## src/rtl/lfte_pkg.sv

```systemverilog
// ----------------------------------------------------------------------------
// lfte_pkg
// Shared types and constants for the link frame transfer engine.
// ----------------------------------------------------------------------------
package lfte_pkg;

  localparam int FRAME_LAST_INDEX_DEF = 13;
  localparam int BUFFER_WORDS_DEF     = 16;
  localparam int CHANNELS_DEF         = 2;

  // Number of receive inputs on the ports
  localparam int RX_INPUTS = 2;

  localparam int WORD_W = 16;
  localparam int POS_W  = 5;

  localparam logic [WORD_W-1:0] SYNC_WORD  = 16'hFEFE;
  localparam logic [POS_W-1:0]  POS_SYNC   = 5'd31;
  localparam logic [POS_W-1:0]  POS_STOP   = 5'd15;
  localparam logic [7:0]        TIMER_MODE = 8'd8;

  localparam logic [1:0] ST_READY  = 2'b01;
  localparam logic [1:0] ST_PARENT = 2'b10;

  typedef enum logic [1:0] {
    CMD_LOAD  = 2'd0,
    CMD_XFER  = 2'd1,
    CMD_READ  = 2'd2,
    CMD_REARM = 2'd3
  } cmd_t;

  // Position step: sync slot wraps to 0, otherwise count up and park at stop.
  function automatic logic [POS_W-1:0] next_pos(input logic [POS_W-1:0] p);
    logic [POS_W-1:0] r;
    if (p == POS_SYNC) begin
      r = '0;
    end else if (p < POS_STOP) begin
      r = p + 1'b1;
    end else begin
      r = POS_STOP;
    end
    return r;
  endfunction

endpackage

```

## src/rtl/link_frame_transfer_engine.sv

```systemverilog
// ----------------------------------------------------------------------------
// link_frame_transfer_engine
// Framing for a two-channel 16-bit multiplayer serial link: ping-pong send
// banks, per-channel ping-pong receive banks, sync detection and status.
// ----------------------------------------------------------------------------
// Every command (load, transfer, read, rearm) is one input transaction and
// yields one result transaction. The block takes a new transaction every
// cycle unless input ready is low; a result passes two registers on its way
// to the output: the registered read of the send or receive buffer, taken
// at the accepting edge, and the output register.
// Throughput is one transaction per cycle as long as the output
// side keeps taking results; input ready drops only while a result waits
// in the output register and another is queued behind it. Buffer contents
// are not cleared at reset: a word read before it was ever written is
// undefined. No clearing pass is needed, so the block is ready right after
// reset. link_mode is written on its own channel, which is always ready.
module link_frame_transfer_engine #(
  parameter int FRAME_LAST_INDEX = lfte_pkg::FRAME_LAST_INDEX_DEF,
  parameter int BUFFER_WORDS     = lfte_pkg::BUFFER_WORDS_DEF,
  parameter int CHANNELS         = lfte_pkg::CHANNELS_DEF
) (
  input  logic        clk,
  input  logic        rst,

  input  logic        cfg_valid,
  output logic        cfg_ready,
  input  logic [7:0]  cfg_data,

  input  logic        in_valid,
  output logic        in_ready,
  input  logic [1:0]  command,
  input  logic [15:0] rx_word_a,
  input  logic [15:0] rx_word_b,
  input  logic        parent_bit,
  input  logic [3:0]  slot_index,
  input  logic [15:0] write_data,
  input  logic        channel_select,

  output logic        out_valid,
  input  logic        out_ready,
  output logic [15:0] tx_word,
  output logic [1:0]  status_a,
  output logic [1:0]  status_b,
  output logic        restart_timer,
  output logic [15:0] read_word
);

  localparam int ADDR_W   = $clog2(BUFFER_WORDS);
  localparam int MEM_AW   = ADDR_W + 1;
  localparam int MEM_DEPTH = 2 ** MEM_AW;
  localparam int RX_CH    = (CHANNELS < lfte_pkg::RX_INPUTS) ? CHANNELS : lfte_pkg::RX_INPUTS;
  localparam int PW       = lfte_pkg::POS_W;

  localparam logic [PW-1:0] LAST_POS = PW'(FRAME_LAST_INDEX);
  localparam logic [PW-1:0] BUF_LIM  = PW'(BUFFER_WORDS);

  // Configuration
  logic [7:0] link_mode;

  assign cfg_ready = 1'b1;

  always_ff @(posedge clk) begin
    if (rst) begin
      link_mode <= '0;
    end else if (cfg_valid && cfg_ready) begin
      link_mode <= cfg_data;
    end
  end

  // Pipeline control
  logic s1_valid;
  logic s1_move;
  logic accept;
  lfte_pkg::cmd_t cmd;

  assign cmd      = lfte_pkg::cmd_t'(command);
  assign s1_move  = s1_valid && (!out_valid || out_ready);
  assign in_ready = !s1_valid || !out_valid || out_ready;
  assign accept   = in_valid && in_ready;

  // Control state
  logic [PW-1:0] send_position, send_position_next;
  logic          send_bank, send_bank_next;
  logic [PW-1:0] rx_pos [RX_CH];
  logic [PW-1:0] rx_pos_next [RX_CH];
  logic          rx_bank [RX_CH];
  logic          rx_bank_next [RX_CH];
  logic [1:0]    ch_status [RX_CH];
  logic [1:0]    ch_status_next [RX_CH];
  logic          rx_we [RX_CH];
  logic [MEM_AW-1:0] rx_waddr [RX_CH];
  logic          rx_re [RX_CH];
  logic [15:0]   rx_in [RX_CH];

  logic          slot_ok;
  logic          send_we;
  logic [MEM_AW-1:0] send_waddr;
  logic          send_re;
  logic [MEM_AW-1:0] send_raddr;
  logic          tx_from_mem;
  logic [15:0]   tx_const;
  logic [1:0]    st_a, st_b;

  assign slot_ok = {1'b0, slot_index} < BUF_LIM;

  always_comb begin
    send_position_next = send_position;
    send_bank_next     = send_bank;
    send_we            = 1'b0;
    send_waddr         = {~send_bank, slot_index[ADDR_W-1:0]};
    send_re            = 1'b0;
    send_raddr         = {send_bank, send_position[ADDR_W-1:0]};
    tx_from_mem        = 1'b0;
    tx_const           = '0;
    for (int c = 0; c < RX_CH; c++) begin
      rx_pos_next[c]    = rx_pos[c];
      rx_bank_next[c]   = rx_bank[c];
      ch_status_next[c] = ch_status[c];
      rx_we[c]          = 1'b0;
      rx_waddr[c]       = {rx_bank[c], rx_pos[c][ADDR_W-1:0]};
      rx_re[c]          = 1'b0;
    end

    unique case (cmd)
      lfte_pkg::CMD_LOAD: begin
        send_we = slot_ok;
      end
      lfte_pkg::CMD_XFER: begin
        if (send_position == lfte_pkg::POS_SYNC) begin
          tx_const       = lfte_pkg::SYNC_WORD;
          send_bank_next = ~send_bank;
        end else if (send_position < BUF_LIM) begin
          send_re     = 1'b1;
          tx_from_mem = 1'b1;
        end
        send_position_next = lfte_pkg::next_pos(send_position);
        for (int c = 0; c < RX_CH; c++) begin
          if (rx_in[c] == lfte_pkg::SYNC_WORD && rx_pos[c] != lfte_pkg::POS_SYNC &&
              rx_pos[c] > LAST_POS) begin
            // resync: the next word lands at position 0
            rx_pos_next[c] = lfte_pkg::next_pos(lfte_pkg::POS_SYNC);
          end else begin
            rx_we[c] = rx_pos[c] < BUF_LIM;
            if (rx_pos[c] == LAST_POS) begin
              rx_bank_next[c]   = ~rx_bank[c];
              ch_status_next[c] = ch_status[c] | lfte_pkg::ST_READY;
            end
            rx_pos_next[c] = lfte_pkg::next_pos(rx_pos[c]);
          end
          if (parent_bit) begin
            ch_status_next[c] = ch_status_next[c] | lfte_pkg::ST_PARENT;
          end
        end
      end
      lfte_pkg::CMD_READ: begin
        for (int c = 0; c < RX_CH; c++) begin
          rx_re[c] = slot_ok && (32'(channel_select) == c);
        end
      end
      lfte_pkg::CMD_REARM: begin
        send_position_next = lfte_pkg::POS_SYNC;
        for (int c = 0; c < RX_CH; c++) begin
          ch_status_next[c] = '0;
        end
      end
      default: begin
      end
    endcase

    st_a = '0;
    st_b = '0;
    for (int c = 0; c < RX_CH; c++) begin
      if (c == 0) st_a = ch_status_next[c];
      if (c == 1) st_b = ch_status_next[c];
    end
  end

  always_ff @(posedge clk) begin
    if (rst) begin
      send_position <= lfte_pkg::POS_STOP;
      send_bank     <= 1'b0;
      for (int c = 0; c < RX_CH; c++) begin
        rx_pos[c]    <= lfte_pkg::POS_STOP;
        rx_bank[c]   <= 1'b0;
        ch_status[c] <= '0;
      end
    end else if (accept) begin
      send_position <= send_position_next;
      send_bank     <= send_bank_next;
      for (int c = 0; c < RX_CH; c++) begin
        rx_pos[c]    <= rx_pos_next[c];
        rx_bank[c]   <= rx_bank_next[c];
        ch_status[c] <= ch_status_next[c];
      end
    end
  end

  // Send buffer: both banks in one memory, bank bit on top of the address
  logic [15:0] send_mem [MEM_DEPTH];
  logic [15:0] send_q;

  always_ff @(posedge clk) begin
    if (accept && send_we) begin
      send_mem[send_waddr] <= write_data;
    end
    if (accept && send_re) begin
      send_q <= send_mem[send_raddr];
    end
  end

  // Receive buffers: one memory per channel, both banks each
  logic [15:0] rx_q [RX_CH];

  for (genvar c = 0; c < RX_CH; c++) begin : g_rx
    logic [15:0] mem [MEM_DEPTH];

    assign rx_in[c] = (c == 0) ? rx_word_a : rx_word_b;

    always_ff @(posedge clk) begin
      if (accept && rx_we[c]) begin
        mem[rx_waddr[c]] <= rx_in[c];
      end
      if (accept && rx_re[c]) begin
        rx_q[c] <= mem[{~rx_bank[c], slot_index[ADDR_W-1:0]}];
      end
    end
  end

  // Stage 1: buffer read in flight
  logic        s1_tx_mem;
  logic [15:0] s1_tx_const;
  logic [1:0]  s1_status_a, s1_status_b;
  logic        s1_restart;
  logic        s1_rd_en;
  logic        s1_chsel;

  always_ff @(posedge clk) begin
    if (rst) begin
      s1_valid <= 1'b0;
    end else if (accept) begin
      s1_valid <= 1'b1;
    end else if (s1_move) begin
      s1_valid <= 1'b0;
    end
    if (accept) begin
      s1_tx_mem   <= tx_from_mem;
      s1_tx_const <= tx_const;
      s1_status_a <= st_a;
      s1_status_b <= st_b;
      s1_restart  <= (cmd == lfte_pkg::CMD_XFER) && (link_mode == lfte_pkg::TIMER_MODE);
      s1_rd_en    <= (cmd == lfte_pkg::CMD_READ) && slot_ok &&
                     (32'(channel_select) < RX_CH);
      s1_chsel    <= channel_select;
    end
  end

  logic [15:0] rd_sel;

  always_comb begin
    rd_sel = '0;
    for (int c = 0; c < RX_CH; c++) begin
      if (32'(s1_chsel) == c) rd_sel = rx_q[c];
    end
  end

  // Output register
  always_ff @(posedge clk) begin
    if (rst) begin
      out_valid <= 1'b0;
    end else if (s1_move) begin
      out_valid <= 1'b1;
    end else if (out_ready) begin
      out_valid <= 1'b0;
    end
    if (s1_move) begin
      tx_word       <= s1_tx_mem ? send_q : s1_tx_const;
      status_a      <= s1_status_a;
      status_b      <= s1_status_b;
      restart_timer <= s1_restart;
      read_word     <= s1_rd_en ? rd_sel : 16'd0;
    end
  end

endmodule

```

## config.mk

```make
export PLATFORM = sky130hd
export DESIGN_NAME = link_frame_transfer_engine
export DESIGN_NICKNAME = d
export VERILOG_FILES = /design/src/rtl/lfte_pkg.sv /design/src/rtl/link_frame_transfer_engine.sv
export SDC_FILE = /design/constraint.sdc
export NUM_CORES = 2
export LEC_CHECK = 0
export ABC_CLOCK_PERIOD_IN_PS = 4600
export BUFFER_PORTS_ARGS = -buffer_cell sky130_fd_sc_hd__buf_2
export CAP_MARGIN = 15
export CORE_MARGIN = 3
export CORE_UTILIZATION = 55
export DETAILED_ROUTE_END_ITERATION = 10
export PLACE_DENSITY = 0.69
export RECOVER_POWER = 50
export SLEW_MARGIN = 20
export SYNTH_ARGS = -nofsm -noshare
export SYNTH_HDL_FRONTEND = slang
export SYNTH_SLANG_ARGS = --single-unit
```

## constraint.sdc

```tcl
create_clock -name clk -period 4.6 [get_ports clk]
set_input_delay 0.92 -clock clk [delete_from_list [all_inputs] [get_ports clk]]
set_output_delay 0.92 -clock clk [all_outputs]
set_load 0.02 [all_outputs]
```

==> reports/results.ini <==
[finish]
drive_gt1_share_pct=11.2
fillerInstances=8169
ff_latch_area_um2=49800
nets=3972
multi_input_area_um2=14000
syn_to_final_growth_pct=12.2
finalCoreUtilization_pct=62.3
final_cells=5548

[synth]
synth_area_um2=64700
ys_seq_area_share_pct=76.8
syn_nets=3736
synth_common_cells=edfxtp_1, mux2i_1, a22oi_1, nand3_1, nor2_1
synth-seq-cells=1662
synth_cell_types=53
synth_edf_count=1646
syn_avg_cell_area_um2=17.7
yosys-top-cells-area=edfxtp_1, mux2i_1, a22oi_1
synth.most_common_cell=edfxtp_1
synth_largest_area_cell=edfxtp_1
yosys_most_used_dff=edfxtp_1
ys_async_sr_fraction_pct=0
synthCells=3655
ys_warn_count=0
yosys.area.top_type_share_pct=76.3

[global_routing]
antenna_found_initial=5
gr-total-overflow=0
grt_pass1_vias=33500
grt_usage_pct=24.9
grt_start_max_net_pins=129
grt_pass1_wl_um=224000

[clock_network]
cts_buffers=164
cts_buffer_depth=3
cts_sinks=1662
post-cts-setup-buffers=0
clk_pin_slew_ns=0.05
root_buffer=clkbuf_16
cts_resized=0
clkLatencyLatePin_ns=0.77
htree_levels=4
cts_tree=done
cts_hold_buf=0

[worst_setup_path]
crit_arrival_ns=4.21
crit_fanout=11
critPathSlowestCell=a31oi_1
path_class=input port to flip-flop
max_stage_delay_ns=0.71
crit_buf_inv=2
path_delay_family=simple AND/OR/NAND/NOR gates
required_ns=5.06
endpoint_kind=flip-flop
crit_chain=clkbuf_1, and2b_1, nand3_1, a31oi_1, nand3b_2, nor2_1, buf_4
cp-start-kind=input port

[die]
rows=125
initial_utilization_pct=55.6
ioPinCount=109
die_h_um=349
die_area_um2=122000
fp.dieW_um=349
core_um2=117000

[timing]
tightest_slew_ns=2.03
report.final.slew_viol_count=1474
post-route-period-util_pct=81.7
hold_viol_final=0
setup_viol=0
clock_skew_ns=0.0380
max_freq_mhz=266
rsz0062_at_grt=false
fin_tns_setup_ns=0
slew_headroom_pct=-35.6
timing.final.crit_period_ns=3.76
whs_ns=0.412

[power]
pwr_density_cell_nw_per_um2=425
ir_drop_mv=0.364
power_leakage_nw=26.1
p_total_mw=30.9

[route]
via_per_inst=6.14
vias=34100
drc_errors=0
first_iter_violations=3707
antenna_left=0
wl_per_cell_um=27.3
dr.pass1.iters=6
routed_wl_um=152000

[worst_hold_path]
hold_class=input port to flip-flop

[placed_design]
gp_congestion=0.892
hpwl_um=89800
dp_cells=5248
numPortBuffers=107

[outcome]
status=finished with violations
violations=capacitance limit, slew limit

[run]
drv_cap=49

placed cells by master (no fill, tap or decap), drive strengths merged, types with 2 or more instances in the layout:
cell type / instances
xor2: 2
dfxtp: 16
a31oi: 4
diode: 4
nand4: 51
clkinvlp: 4
and3: 10
nand2: 59
buf: 211
a22oi: 368
ha: 12
nand4b: 2
or3b: 5
nor2b: 26
edfxtp: 1646
nand2b: 10
nor4: 5
a41o: 2
nand3b: 14
o21ai: 10
nor3: 11
and4b: 2
or3: 3
inv: 18
clkinv: 70
bufinv: 9
o22ai: 2
and2: 12
nor2: 120
nor3b: 2
nand3: 198
a311oi: 3
a21oi: 32
o21bai: 2
clkbuf: 278
mux2i: 792
worst register-to-register path, delay by kind of cell (launching register included):
family,cells,cell delay (ns)
and+or+nand+nor,5,1.63
AOI/OAI and AO/OA,1,0.43
adders and majority gates,2,0.57
buffers and inverters,1,0.31
DFF,1,0.46
sequential cells by signal, summed over array words and instances (netlist names), 2 cells and up:
signal / count
rx_q: 32
g_rx.mem: 1024
s1_status_a: 2
status_a: 2
rx_pos: 10
ch_status: 4
link_mode: 8
rx_bank: 2
read_word: 16
send_mem: 512
s1_status_b: 2
send_position: 5
send_q: 16
tx_word: 16
status_b: 2
where the power goes:
group / switching (mW) / internal [mW]
registers: 0.0501 / 16.7
logic: 1.03 / 0.417
clock network: 5.43 / 7.19
total: 6.51 / 24.4
stage by stage:
step / area (um^2) / worst slack (ns)
3_3_place_gp: 67800 / 0.888
3_5_place_dp: 67800 / 0.919
4_1_cts: 72800 / 1.02
6_report: 72600 / 0.843
5_1_grt: 72600 / 0.692
2_1_floorplan: 64700 / 0.427
layout make-up:
cell class	count	share of cell area [%]
Tap cell	1524	2.62
Sequential cell	1662	68.5
Inverter	11	0.0568
Antenna cell	4	0.0138
Multi-Input combinational cell	1768	19.3
Clock buffer	205	5.98
Clock inverter	90	0.975
Timing Repair Buffer	284	2.57
per-layer routing:
metal	vias to the layer above	global-route usage, %	part of all wire [%]
met5	-	0	0.018
met1	17400	36.5	43
li1	15100	-	-
met2	1290	38.9	47
met4	4	7.45	2.8
met3	246	4.11	7.5
final timing paths:
| kind | startpoint | to | slack (ns) | cells after the start |
|---|---|---|---|---|
| hold reg to reg | s1_status_b[1] | status_b[1] | 0.43 | 0 |
| hold / removal | cfg_data[7] | link_mode[7] | 0.41 | 3 |
| setup / recovery | command[1] | g_rx[0].mem[20][4] | 0.84 | 7 |
| setup reg to reg | rx_pos[0][0] | g_rx[0].mem[20][4] | 0.89 | 9 |
cells by family (layout without fill, tap and decap cells):
| kind of cell | count (synthesis) | count (layout) | share of synthesized area [%] |
|---|---|---|---|
| other | 1 | 5 | 0.00579 |
| buffers and inverters | 225 | 590 | 1.64 |
| and+or+nand+nor | 532 | 532 | 4.19 |
| xor gates and xnor gates | 3 | 3 | 0.0406 |
| AOI/OAI and AO/OA | 428 | 428 | 4.82 |
| DFF | 1662 | 1662 | 76.8 |
| muxes | 792 | 792 | 12.2 |
| adders and majority gates | 12 | 12 | 0.232 |
No activity file was read; power rests on OpenSTA's default activity.
